[src/rtl/core/stq_pkg.sv]
// Shared constants, types and helpers for the sorted timer queue.
package stq_pkg;

  localparam int TIMERS = 32;
  localparam int CLOCKS = 3;
  localparam int ID_W   = $clog2(TIMERS);
  localparam int CLK_W  = 2;
  localparam int KIND_W = 3;
  localparam int MASK_W = 3;

  localparam logic [KIND_W-1:0] KIND_ARM      = 3'd0;
  localparam logic [KIND_W-1:0] KIND_DELETE   = 3'd1;
  localparam logic [KIND_W-1:0] KIND_RUN      = 3'd2;
  localparam logic [KIND_W-1:0] KIND_DEADLINE = 3'd3;
  localparam logic [KIND_W-1:0] KIND_QUERY    = 3'd4;

  localparam logic [MASK_W-1:0] MASK_RESET = 3'd7;

  localparam logic signed [63:0] INT32_MAX_V = 64'sd2147483647;
  localparam logic signed [63:0] INT64_MAX_V = 64'sh7fff_ffff_ffff_ffff;
  localparam logic signed [63:0] INT64_MIN_V = 64'sh8000_0000_0000_0000;
  localparam logic signed [63:0] MINUS_ONE   = -64'sd1;

  localparam logic [1:0] OP_HOLD   = 2'd0;
  localparam logic [1:0] OP_REMOVE = 2'd1;
  localparam logic [1:0] OP_INSERT = 2'd2;

  typedef struct packed {
    logic                    valid;
    logic [ID_W-1:0]         id;
    logic [CLK_W-1:0]        clk_sel;
    logic signed [63:0]      exp;
  } cell_t;

  typedef struct packed {
    logic [1:0]       op;
    logic [ID_W-1:0]  rm_id;
    logic [CLK_W-1:0] sel_clk;
    cell_t            ins;
  } cell_ctrl_t;

  typedef struct packed {
    logic le;
    logic same_le;
    logic head;
  } cell_flag_t;

  function automatic logic signed [63:0] sat_sub(input logic signed [63:0] a,
                                                 input logic signed [63:0] b);
    logic signed [63:0] r;
    r = a - b;
    if ((a[63] ^ b[63]) & (a[63] ^ r[63]))
      sat_sub = a[63] ? INT64_MIN_V : INT64_MAX_V;
    else
      sat_sub = r;
  endfunction

endpackage

[src/rtl/core/stq_cell.sv]
// One slot of the sorted timer row; shifts toward either neighbor.
module stq_cell
  import stq_pkg::*;
(
  input  logic       clk,
  input  logic       rst,
  input  cell_ctrl_t ctrl,
  input  cell_t      left,
  input  cell_t      right,
  input  logic       left_le,
  input  logic       rm_seen_in,
  input  logic       head_seen_in,
  output cell_t      cur,
  output logic       rm_seen_out,
  output logic       head_seen_out,
  output cell_flag_t flag
);

  logic same_clk;

  assign same_clk = cur.valid && (cur.clk_sel == ctrl.sel_clk);

  // Entries are kept ordered by clock, then expiry, oldest first on ties.
  assign flag.le = cur.valid && ((cur.clk_sel < ctrl.ins.clk_sel) ||
                   ((cur.clk_sel == ctrl.ins.clk_sel) && (cur.exp <= ctrl.ins.exp)));
  assign flag.same_le = flag.le && (cur.clk_sel == ctrl.ins.clk_sel);
  assign flag.head = same_clk && !head_seen_in;
  assign head_seen_out = head_seen_in | same_clk;
  assign rm_seen_out = rm_seen_in | (cur.valid && (cur.id == ctrl.rm_id));

  always_ff @(posedge clk) begin
    if (rst) begin
      cur.valid <= 1'b0;
    end else begin
      case (ctrl.op)
        OP_REMOVE: begin
          if (rm_seen_out) cur <= right;
        end
        OP_INSERT: begin
          if (!flag.le) begin
            if (left_le) cur <= ctrl.ins;
            else cur <= left;
          end
        end
        default: ;
      endcase
    end
  end

endmodule
[config.mk]
export PLATFORM = sky130hd
export DESIGN_NAME = stq_cell
export DESIGN_NICKNAME = d
export VERILOG_FILES = /design/src/rtl/core/stq_pkg.sv /design/src/rtl/core/stq_cell.sv
export SDC_FILE = /design/constraint.sdc
export NUM_CORES = 1
export LEC_CHECK = 0
export ABC_AREA = 1
export BUFFER_PORTS_ARGS = -buffer_cell sky130_fd_sc_hd__buf_2
export CAP_MARGIN = 30
export CORE_MARGIN = 4
export CORE_UTILIZATION = 41
export CTS_CLUSTER_DIAMETER = 100
export DETAILED_ROUTE_END_ITERATION = 16
export GPL_ROUTABILITY_DRIVEN = 0
export PLACE_DENSITY_LB_ADDON = 0.05
export SLEW_MARGIN = 20
export SYNTH_ARGS = -nofsm -noshare
export SYNTH_HDL_FRONTEND = slang
export SYNTH_SLANG_ARGS = --single-unit
[constraint.sdc]
create_clock -name clk -period 4.8 [get_ports clk]
set_input_delay 0 -clock clk [delete_from_list [all_inputs] [get_ports clk]]
set_output_delay 0 -clock clk [all_outputs]
set_load 0.05 [all_outputs]
==> impl_metrics.py <==
metrics = {
    "run_status": {
        "status": "finished with violations",
        "violations": "negative hold slack",
    },
    "pwr": {
        "p_seq_share_pct": 37.4,
        "p_switching_mw": 0.666,
        "pwr-share-clk_pct": 32.4,
        "power_leakage_nw": 4.33,
        "p_per_area_nw_per_um2": 249,
        "combPwrFrac_pct": 30.3,
        "ir_worst_vdd_mv": 0.144,
        "switching_share_pct": 32.3,
        "p_int_mw": 1.39,
    },
    "synth": {
        "synthCells": 742,
        "synth-seq-area-share_pct": 38.3,
        "yosys.cell_types.count": 27,
        "synth_area_per_cell_um2": 7.57,
        "synthArstFlopShare_pct": 0,
        "synth_top_area_share_pct": 38.0,
        "synth.largest_area_cell": "edfxtp_1",
        "ys_ff_latch": 72,
        "yosysMostFrequentCell": "nand2_1",
        "synth.cell_area_um2": 5610,
        "synth_edf_count": 71,
        "synth_commonest_cells": "nand2_1, o21ai_0, inv_1, nor2_1, edfxtp_1",
        "synth_area_leaders": "edfxtp_1, ha_1, o21ai_0",
        "yosys_warnings": 0,
        "synthesis.nets": 1040,
        "yosys_most_used_dff": "edfxtp_1",
    },
    "sta": {
        "timing.fmax_ghz": 0.331,
        "worst_pin_slew_ps": 741,
        "min_period_ps": 3020,
        "setup_ws_ps": 1780,
        "grt_setup_unrepaired": "no",
        "hold_ws_ps": -0.0395,
        "finalSetupViolations": 0,
        "post-route-period-util_pct": 63.0,
        "tns_ps": 0,
        "slew_violations": 0,
        "hold_violations": 1,
        "fin_skew_ps": 6.26,
        "relSlewSlack_pct": 50.6,
    },
    "routing": {
        "routed_wl_um": 19000,
        "routedWlPerCell_um": 14.8,
        "drc": 0,
        "drt_iter0_drc": 309,
        "top_layer": "met4",
        "met1_length_um": 7670,
        "ant_nets": 0,
        "route.met2.wl_um": 9500,
        "dr.pass1.iters": 5,
        "met3_length_um": 1300,
        "vias": 6138,
        "via_per_inst": 4.78,
    },
    "worst_setup_path": {
        "timing.rr.start": "cur[55]",
        "cp-end-kind": "flop",
        "crit_arrival_ps": 2990,
        "startpoint_type": "flop",
        "cp_max_fo": 47,
        "crit_required_ps": 4760,
        "crit_start": "cur[55]",
        "criticalPathCategory": "flop to flop",
    },
    "final_layout": {
        "drive_gt1_share_pct": 31.0,
        "reg.largest.list": "cur x72",
        "fin_util_pct": 62.0,
        "largest_reg_flops": 72,
        "regMostFlops": "cur",
        "seq_area_um2": 2150,
        "nFillCells": 1244,
        "stdcell_count": 1284,
        "layout.nets": 1398,
        "multi_input_area_um2": 2970,
        "syn2layout_area_growth_pct": 47.3,
    },
    "placed_design": {
        "dp_hpwl_um": 14000,
        "place_ws_ps": 1770,
        "port-buffer-count": 306,
        "dp_cells": 1200,
    },
    "clock_tree": {
        "insertion_delay_ps": 330,
        "htree_levels": 3,
        "cts-buffers-inserted": 9,
        "cts_resized": 0,
        "cts_setup_buffers": 0,
        "max-clock-path-buffers": 2,
        "ctsHoldBuffers": 64,
        "clk_pin_slew_ps": 60,
        "clock-root-buffer": "clkbuf_16",
        "clkSinkCount": 72,
        "cts_tree": "yes",
    },
    "grt": {
        "antenna_found_initial": 3,
        "grt_pass1_vias": 6309,
        "grt_usage_pct": 24.0,
        "grt_first_pass_wirelength_um": 30400,
        "grt_overflow_total": 0,
        "grt_max_degree": 76,
    },
    "worst_hold_path": {
        "min_from": "right[1]",
        "hold_class": "input port to flop",
    },
    "floorplanning": {
        "dieArea_um2": 15600,
        "fp.dieW_um": 125,
        "coreArea_um2": 13300,
        "io-pin-count": 307,
        "rows": 42,
        "fp.dieH_um": 125,
        "initial_core_util_pct": 42.1,
    },
    "job": {
        "maxCapViolCount": 0,
    },
}
==> final timing paths <==
kind	endpoint	slack (ps)	depth (start not counted)
setup / recovery	cur[29]	1780	15
hold / removal	cur[1]	-0.04	3
setup reg to reg	cur[29]	1780	15
hold reg to reg	cur[71]	680	4
==> cells in the final DEF, fill, tap and decap left out, types with 2 or more instances in the layout <==
cell type	count
inv_2	4
inv_1	99
nor2_4	3
nor2_2	2
nand3_1	10
a21oi_1	27
clkbuf_16	9
buf_2	306
nand4_1	5
ha_1	67
clkinv_2	3
a21o_1	4
diode_2	3
o21bai_1	2
xor2_1	4
nand2_1	161
xnor2_1	2
dlygate4sd3_1	64
nand2_2	3
nor2_1	91
buf_4	6
clkbuf_1	2
edfxtp_1	71
o21ai_0	148
==> power by group through the flow <==
| stage | sequential, mW | clock (mW) | combinational [mW] |
|---|---|---|---|
| 2_1_floorplan | 0.917 | 0 | 0.235 |
| 3_3_place_gp | 0.781 | 0 | 0.582 |
| 3_5_place_dp | 0.783 | 0 | 0.583 |
| 4_1_cts | 0.770 | 0.680 | 0.627 |
| 5_1_grt | 0.775 | 0.707 | 0.696 |
| 6_report | 0.770 | 0.667 | 0.624 |
==> layer usage <==
layer  up-vias  track usage, %
li1       3171               -
met1      2708            28.2
met2       225            42.7
met3        34            5.42
met4         0            8.86
met5         -               0
==> cell families (layout without fill, tap and decap cells) <==
logic type                 after synthesis  after routing  synth area share [%]
and+or+nand+nor                        279            279                  19.9
AOI/OAI and AO/OA                      183            183                  16.7
buffers and inverters                  134            497                  9.03
DFF                                     72             72                  38.3
adders and majority gates               68             68                  15.2
xor gates and xnor gates                 6              6                 0.936
other                                    0              3                     0
==> final cells by class <==
cell class / count / share of cell area [%]
Antenna cell: 3 / 0.0908
Timing Repair Buffer: 377 / 27.1
Clock buffer: 12 / 2.98
Clock inverter: 4 / 0.545
Multi-Input combinational cell: 536 / 35.8
Inverter: 104 / 4.72
Tap cell: 176 / 2.66
Sequential cell: 72 / 26.0
==> worst max-delay path, cell delays in order (launching register included) <==
cell and delay [ps]:
edfxtp_1 390, ha_1 310, nand2_1 70, nor2_1 190, nand2_2 90, nor2_4 150, nand4_1 100, o21bai_1 190
nand3_1 80, nand3_1 80, nand2_1 80, nand2_2 60, nand3_2 80, nand3_1 120, nor2_4 100, buf_4 530
==> metrics by stage <==
stage	cell area, um2	power [mW]
5_1_grt	8270	2.18
2_1_floorplan	5620	1.15
6_report	8270	2.06
4_1_cts	8240	2.08
3_5_place_dp	7300	1.37
3_3_place_gp	7300	1.36
(Power assumes the default switching activity.)
